File: src/hdl/bisv_pkg.sv
`timescale 1ns / 1ps
// ----------------------------------------------------------------------------
// bisv_pkg
// Shared constants, types and the divide-by-5 helper for the button face
// variant pipeline.
// ----------------------------------------------------------------------------
package bisv_pkg;

    // number of register stages in the datapath
    localparam int NSTAGE = 4;

    // gray targets of the opaque disabled variants
    localparam logic [10:0] TW_DIS_BASE = 11'(3 * 216);
    localparam logic [10:0] TW_DCL_BASE = 11'(3 * 188);

    localparam logic [7:0] OPAQUE_ALPHA = 8'hFF;

    // floor(x/5) as x*1639 >> 13, exact for x < 2730
    localparam logic [21:0] DIV5_MUL   = 22'd1639;
    localparam int          DIV5_SHIFT = 13;

    typedef logic [2:0][7:0] rgb_t;

    typedef struct packed {
        logic [NSTAGE-1:0] load;
        logic [NSTAGE-1:0] valid;
    } pipe_ctl_t;

    function automatic logic [8:0] div5(input logic [10:0] x);
        logic [21:0] prod;
        prod = 22'(x) * DIV5_MUL;
        return prod[DIV5_SHIFT+8:DIV5_SHIFT];
    endfunction

endpackage

File: src/hdl/button_icon_state_variants.sv
`timescale 1ns / 1ps
// ----------------------------------------------------------------------------
// button_icon_state_variants
// Derives normal, clicked, disabled and disabled-clicked button faces from
// one source pixel.
// ----------------------------------------------------------------------------
// Usage:
//   Input channel s_*: one pixel per beat (three color bytes and alpha).
//   Output channel m_*: one beat per input beat, four packed 32-bit pixels,
//   byte k in bits 8k+7..8k, alpha in the top byte.
//   cfg_wr_en/cfg_wr_data write alpha_mode (0 opaque, 1 per-pixel alpha);
//   write it only while the pipe is empty.
// Pipeline: four datapath stages (numerators, divide by 5, desaturate, darken
//   and pack). The accept edge loads stage 1; the beat then passes through
//   stages 2, 3 and 4, and m_valid rises once stage 4 holds it.
// Throughput: one pixel per cycle while m_ready is high; a stage holds one pixel.
// Stall: when m_ready is low the output stage holds its beat; earlier stages
//   keep filling until every stage is full, then s_ready drops. Nothing is
//   dropped or repeated.
// Reset (aresetn low, synchronous): all valid bits clear and alpha_mode
//   returns to opaque.
// ----------------------------------------------------------------------------
module button_icon_state_variants (
    input  logic        aclk,
    input  logic        aresetn,
    input  logic        cfg_wr_en,
    input  logic        cfg_wr_data,
    input  logic        s_valid,
    output logic        s_ready,
    input  logic [7:0]  s_chan0,
    input  logic [7:0]  s_chan1,
    input  logic [7:0]  s_chan2,
    input  logic [7:0]  s_alpha_in,
    output logic        m_valid,
    input  logic        m_ready,
    output logic [31:0] m_normal_pixel,
    output logic [31:0] m_clicked_pixel,
    output logic [31:0] m_disabled_pixel,
    output logic [31:0] m_disabled_clicked_pixel
);

    bisv_pkg::pipe_ctl_t ctl;

    logic alpha_mode_reg;

    always_ff @(posedge aclk) begin
        if (!aresetn) begin
            alpha_mode_reg <= 1'b0;
        end else if (cfg_wr_en) begin
            alpha_mode_reg <= cfg_wr_data;
        end
    end

    bisv_pipe_ctrl u_ctrl (
        .aclk    (aclk),
        .aresetn (aresetn),
        .s_valid (s_valid),
        .s_ready (s_ready),
        .m_ready (m_ready),
        .ctl     (ctl)
    );

    // ---------------- stage 1: numerators ----------------
    // mode travels with the beat so each pixel uses the mode it entered with
    bisv_pkg::rgb_t         s1_c_reg;
    logic [7:0]             s1_a_reg;
    logic                   s1_mode_reg;
    logic [2:0][10:0]       s1_n4c_reg;    // 4c
    logic [2:0][10:0]       s1_ndis_reg;   // 3*216 + 2c
    logic [2:0][10:0]       s1_ndcl_reg;   // 3*188 + 2c
    logic [11:0]            s1_gsum_reg;   // c0 + 6c1 + 3c2 (= 10x gray sum / 10)
    logic [9:0]             s1_n3a_reg;    // 3a

    bisv_pkg::rgb_t         s1_c_next;
    logic [2:0][10:0]       s1_n4c_next;
    logic [2:0][10:0]       s1_ndis_next;
    logic [2:0][10:0]       s1_ndcl_next;
    logic [11:0]            s1_gsum_next;
    logic [9:0]             s1_n3a_next;

    always_comb begin
        s1_c_next = {s_chan2, s_chan1, s_chan0};
        for (int i = 0; i < 3; i++) begin
            s1_n4c_next[i]  = {1'b0, s1_c_next[i], 2'b00};
            s1_ndis_next[i] = bisv_pkg::TW_DIS_BASE + {2'b00, s1_c_next[i], 1'b0};
            s1_ndcl_next[i] = bisv_pkg::TW_DCL_BASE + {2'b00, s1_c_next[i], 1'b0};
        end
        s1_gsum_next = 12'(s_chan0) + 12'(s_chan1) * 12'd6 + 12'(s_chan2) * 12'd3;
        s1_n3a_next  = 10'(s_alpha_in) * 10'd3;
    end

    always_ff @(posedge aclk) begin
        if (ctl.load[0]) begin
            s1_c_reg    <= s1_c_next;
            s1_a_reg    <= s_alpha_in;
            s1_mode_reg <= alpha_mode_reg;
            s1_n4c_reg  <= s1_n4c_next;
            s1_ndis_reg <= s1_ndis_next;
            s1_ndcl_reg <= s1_ndcl_next;
            s1_gsum_reg <= s1_gsum_next;
            s1_n3a_reg  <= s1_n3a_next;
        end
    end

    // ---------------- stage 2: divide by 5 ----------------
    // floor(s/10) = floor(floor(s/2)/5)
    bisv_pkg::rgb_t s2_c_reg, s2_k_reg, s2_dis_reg, s2_dcl_reg;
    logic [7:0]     s2_a_reg, s2_gray_reg, s2_da_reg;
    logic           s2_mode_reg;

    bisv_pkg::rgb_t s2_k_next, s2_dis_next, s2_dcl_next;
    logic [8:0]     s2_gray_q, s2_da_q;
    logic [2:0][8:0] s2_k_q, s2_dis_q, s2_dcl_q;

    always_comb begin
        for (int i = 0; i < 3; i++) begin
            s2_k_q[i]      = bisv_pkg::div5(s1_n4c_reg[i]);
            s2_dis_q[i]    = bisv_pkg::div5(s1_ndis_reg[i]);
            s2_dcl_q[i]    = bisv_pkg::div5(s1_ndcl_reg[i]);
            s2_k_next[i]   = s2_k_q[i][7:0];
            s2_dis_next[i] = s2_dis_q[i][7:0];
            s2_dcl_next[i] = s2_dcl_q[i][7:0];
        end
        s2_gray_q = bisv_pkg::div5(s1_gsum_reg[11:1]);
        s2_da_q   = bisv_pkg::div5({2'b00, s1_n3a_reg[9:1]});
    end

    always_ff @(posedge aclk) begin
        if (ctl.load[1]) begin
            s2_c_reg    <= s1_c_reg;
            s2_a_reg    <= s1_a_reg;
            s2_mode_reg <= s1_mode_reg;
            s2_k_reg    <= s2_k_next;
            s2_dis_reg  <= s2_dis_next;
            s2_dcl_reg  <= s2_dcl_next;
            s2_gray_reg <= s2_gray_q[7:0];
            s2_da_reg   <= s2_da_q[7:0];
        end
    end

    // ---------------- stage 3: desaturate ----------------
    // d = floor((7*gray + 3c) / 10)
    bisv_pkg::rgb_t s3_c_reg, s3_k_reg, s3_dis_reg, s3_dcl_reg, s3_dv_reg;
    logic [7:0]     s3_a_reg, s3_da_reg;
    logic           s3_mode_reg;

    logic [2:0][11:0] s3_num;
    logic [2:0][8:0]  s3_dv_q;
    bisv_pkg::rgb_t   s3_dv_next;

    always_comb begin
        for (int i = 0; i < 3; i++) begin
            s3_num[i]     = 12'(s2_gray_reg) * 12'd7 + 12'(s2_c_reg[i]) * 12'd3;
            s3_dv_q[i]    = bisv_pkg::div5(s3_num[i][11:1]);
            s3_dv_next[i] = s3_dv_q[i][7:0];
        end
    end

    always_ff @(posedge aclk) begin
        if (ctl.load[2]) begin
            s3_c_reg    <= s2_c_reg;
            s3_a_reg    <= s2_a_reg;
            s3_mode_reg <= s2_mode_reg;
            s3_k_reg    <= s2_k_reg;
            s3_dis_reg  <= s2_dis_reg;
            s3_dcl_reg  <= s2_dcl_reg;
            s3_da_reg   <= s2_da_reg;
            s3_dv_reg   <= s3_dv_next;
        end
    end

    // ---------------- stage 4: darken disabled, select and pack ----------------
    logic [31:0] out_n_reg, out_k_reg, out_d_reg, out_dc_reg;
    logic [31:0] out_n_next, out_k_next, out_d_next, out_dc_next;
    logic [2:0][8:0] s4_dk_q;
    bisv_pkg::rgb_t  s4_dk;
    logic [7:0]      s4_alpha;

    always_comb begin
        for (int i = 0; i < 3; i++) begin
            s4_dk_q[i] = bisv_pkg::div5({1'b0, s3_dv_reg[i], 2'b00});
            s4_dk[i]   = s4_dk_q[i][7:0];
        end
        s4_alpha   = s3_mode_reg ? s3_a_reg : bisv_pkg::OPAQUE_ALPHA;
        out_n_next = {s4_alpha, s3_c_reg};
        out_k_next = {s4_alpha, s3_k_reg};
        if (s3_mode_reg) begin
            out_d_next  = {s3_da_reg, s3_dv_reg};
            out_dc_next = {s3_da_reg, s4_dk};
        end else begin
            out_d_next  = {bisv_pkg::OPAQUE_ALPHA, s3_dis_reg};
            out_dc_next = {bisv_pkg::OPAQUE_ALPHA, s3_dcl_reg};
        end
    end

    always_ff @(posedge aclk) begin
        if (ctl.load[3]) begin
            out_n_reg  <= out_n_next;
            out_k_reg  <= out_k_next;
            out_d_reg  <= out_d_next;
            out_dc_reg <= out_dc_next;
        end
    end

    assign m_valid                  = ctl.valid[bisv_pkg::NSTAGE-1];
    assign m_normal_pixel           = out_n_reg;
    assign m_clicked_pixel          = out_k_reg;
    assign m_disabled_pixel         = out_d_reg;
    assign m_disabled_clicked_pixel = out_dc_reg;

endmodule

File: src/hdl/bisv_pipe_ctrl.sv
`timescale 1ns / 1ps
// ----------------------------------------------------------------------------
// bisv_pipe_ctrl
// Valid bits and per-stage load enables; a stage advances when it is empty
// or when the stage after it advances.
// ----------------------------------------------------------------------------
module bisv_pipe_ctrl (
    input  logic                aclk,
    input  logic                aresetn,
    input  logic                s_valid,
    output logic                s_ready,
    input  logic                m_ready,
    output bisv_pkg::pipe_ctl_t ctl
);

    logic [bisv_pkg::NSTAGE-1:0] valid_reg;
    logic [bisv_pkg::NSTAGE-1:0] valid_next;
    logic [bisv_pkg::NSTAGE:0]   rdy;
    logic [bisv_pkg::NSTAGE-1:0] feed;

    always_comb begin
        rdy[bisv_pkg::NSTAGE] = m_ready;
        for (int i = bisv_pkg::NSTAGE - 1; i >= 0; i--) begin
            rdy[i] = !valid_reg[i] || rdy[i+1];
        end
        feed = {valid_reg[bisv_pkg::NSTAGE-2:0], s_valid};
        for (int i = 0; i < bisv_pkg::NSTAGE; i++) begin
            valid_next[i] = rdy[i] ? feed[i] : valid_reg[i];
        end
    end

    always_ff @(posedge aclk) begin
        if (!aresetn) begin
            valid_reg <= '0;
        end else begin
            valid_reg <= valid_next;
        end
    end

    assign s_ready   = rdy[0];
    assign ctl.load  = rdy[bisv_pkg::NSTAGE-1:0];
    assign ctl.valid = valid_reg;

endmodule

File: config.mk
export PLATFORM = sky130hd
export DESIGN_NAME = button_icon_state_variants
export DESIGN_NICKNAME = d
export VERILOG_FILES = /design/src/hdl/bisv_pkg.sv /design/src/hdl/button_icon_state_variants.sv /design/src/hdl/bisv_pipe_ctrl.sv
export SDC_FILE = /design/constraint.sdc
export NUM_CORES = 2
export LEC_CHECK = 0
export ABC_AREA = 1
export BUFFER_PORTS_ARGS = -buffer_cell sky130_fd_sc_hd__buf_2
export CAP_MARGIN = 20
export CORE_UTILIZATION = 55
export DETAILED_ROUTE_END_ITERATION = 12
export GPL_ROUTABILITY_DRIVEN = 0
export PLACE_DENSITY = 0.72
export RECOVER_POWER = 50
export SYNTH_ARGS = -nofsm -noshare
export SYNTH_HDL_FRONTEND = slang
export SYNTH_SLANG_ARGS = --single-unit
export TNS_END_PERCENT = 100
File: constraint.sdc
create_clock -name aclk -period 28.5 [get_ports aclk]
set_clock_uncertainty 0.05 [all_clocks]
set_input_delay 8.55 -clock aclk [delete_from_list [all_inputs] [get_ports aclk]]
set_output_delay 8.55 -clock aclk [all_outputs]
set_load 0.005 [all_outputs]
==> reports/metrics.yaml <==
run_status:
  status: "finished with violations"
  violations: "max-capacitance violations, max-slew violations"
clock_network:
  cts.root.buffer_cell: "clkbuf_16"
  clk_latency_ps: 650
  clk_pin_slew_ps: 60
  cts_setup_buffers: 0
  cts_tree: "built"
  hold_buffers: 0
  clk_path_buf_depth: 3
  post_cts_resized: 0
  htree_num_levels: 2
  cts_buffers: 54
  cts_num_sinks: 477
synthesis:
  synth.yosys.seq_area_share_pct: 27.4
  synth-edff-count: 472
  syn_area_um2: 52100
  synthArstFlopShare_pct: 0
  synth_area_per_cell_um2: 9.69
  synth_top_area_share_pct: 27.2
  synthCells: 5383
  syn_nets: 6931
  synthFlopType: "edfxtp_1"
  synth.largest_area_cell: "edfxtp_1"
  yosys-top-cells-area: "edfxtp_1 (27%), ha_1 (25%), fa_1 (19%)"
  synthDistinctLibCells: 43
  ys_warn_count: 0
  ys_ff_latch: 477
worst_setup_path:
  worst_setup_path_start_kind: "primary input"
  r2r_cells: 30
  critPathMaxFanout: 62
  end_kind: "output port"
  critPathArrivalTime_ps: 13680
  worstPathRequired_ps: 19900
  path_class: "primary input to output port"
global_routing:
  antenna_found_initial: 6
  grt_pass1_vias: 37400
  grt_overflow_total: 0
  grt_pass1_wl_um: 188000
  grt_start_max_net_pins: 85
  grt_usage_pct: 24.6
placed_design:
  pre_cts_ws_ps: 9100
  hpwl_um: 96700
  port_buffers: 167
  placedCellCount: 6785
final_layout:
  drive_gt1_share_pct: 4.54
  antenna_cells: 0
  synthToLayoutAreaGrowth_pct: 7.81
  nets: 7135
  final_util_pct: 60.1
  finalNonFillerCells: 6887
sta:
  rsz0062_at_grt: "no"
  fin_ws_ps: 6220
  setup_tns_ps: 0
  finalCritPeriodShare_pct: 78.2
  finalHoldViolCount: 0
  clock.fmax_mhz: 44.9
  finalMaxSlewViolations: 207
  slew-limit-headroom_pct: -109
  setup_viol: 0
  tightest_slew_ps: 3130
  fin_crit_ps: 22280
floorplan:
  core_area_um2: 93600
  die_w_um: 310
  start_util_pct: 55.7
  die_h_um: 310
  dieArea_um2: 96000
  ios: 168
  num_rows: 112
detailed_routing:
  vias_per_cell: 5.35
  num_vias: 36800
  dr.pass1.iters: 6
  finalWirelength_um: 115000
  drcViolationCount: 0
  ant_nets: 0
  post_drt_wl_per_cell_um: 16.7
  first_iter_violations: 2683
job:
  drv_cap: 4
min_path:
  hold_depth: 0
  min_path_type: "register to register"
-- cells by family (layout without fill, tap and decap cells) --
kind of cell / count (synthesis) / count (layout) / share of synthesized area [%]
xor gates and xnor gates: 167 / 167 / 2.86
AOI/OAI and AO/OA: 627 / 627 / 6.47
DFF: 477 / 477 / 27.4
adders and majority gates: 1510 / 1510 / 43.3
and+or+nand+nor: 1459 / 1459 / 11.7
buffers and inverters: 1143 / 1393 / 8.34
-- cell usage in the layout (no fill, tap or decap), types with 19 or more instances in the layout --
cell type / instances
or2_2: 19
o21ai_0: 180
a21o_1: 23
nand2_1: 897
nand3b_1: 28
nor2_1: 213
a21oi_1: 355
inv_1: 1111
o21bai_1: 28
nand4_1: 30
buf_2: 133
clkbuf_16: 56
xor2_1: 118
xnor2_1: 47
nor4_1: 22
ha_1: 1021
nand3_1: 219
edfxtp_1: 472
clkbuf_1: 53
fa_1: 489
-- per-layer routing --
| layer | wire (um) | share of wire (%) | GRT usage, % | vias to the layer above |
|---|---|---|---|---|
| met5 | 0 | 0 | 0 | - |
| met3 | 6850 | 5.9 | 3.08 | 155 |
| met1 | 53200 | 46 | 34.9 | 17700 |
| li1 | - | - | - | 18100 |
| met4 | 2450 | 2.1 | 5.67 | 0 |
| met2 | 52600 | 46 | 40.3 | 915 |
-- path summary, 6_finish.rpt --
kind	startpoint	end	slack, ps
worst min-delay path	s2_k_reg[3]	out_k_next[3]	350
worst min register to register	s2_k_reg[3]	out_k_next[3]	350
worst max-delay path	m_ready	s_ready	6220
worst max register to register	s2_gray_reg[0]	s3_dv_reg[23]	20010
-- cell type report --
type                            count  area (um2)
Multi-Input combinational cell   3763       33500
Sequential cell                   477       14300
Tap cell                         1254        1570
Timing Repair Buffer              176         838
Fill cell                        7873       37400
Inverter                         1115        4190
Clock inverter                     32         352
Clock buffer                       70        1460
-- synthesized netlist by cell type (all sizes together) (3+ instances only) --
master	count
inv	1114
ha	1021
nand2	902
fa	489
edfxtp	472
a21oi	356
nand3	219
nor2	215
o21ai	180
xor2	120
xnor2	47
nand4	30
nand3b	28
o21bai	28
a21o	23
nor4	22
or2	19
buf	18
nor3	18
a31oi	12
clkbuf	10
a21boi	6
o21a	6
dfxtp	5
o211ai	5
o31ai	5
and2	3
-- worst max-delay path, cell delays in order --
cell	delay, ps
buf_2	100
nor2_1	120
clkinvlp_2	2260
nor2_1	1140
inv_6	400
nor2_1	450
nand2_4	350
buf_2	250
-- through the flow --
step                hold slack (ps)  cell area, um2
finish                          353           56200
detailed placement              355           54500
floorplan                       350           52100
CTS                             350           56300
global route                    356           56200
global placement                351           54500
Power is not shown: default switching activity piles up to over one toggle a cycle in this logic, so the estimate is an artifact.
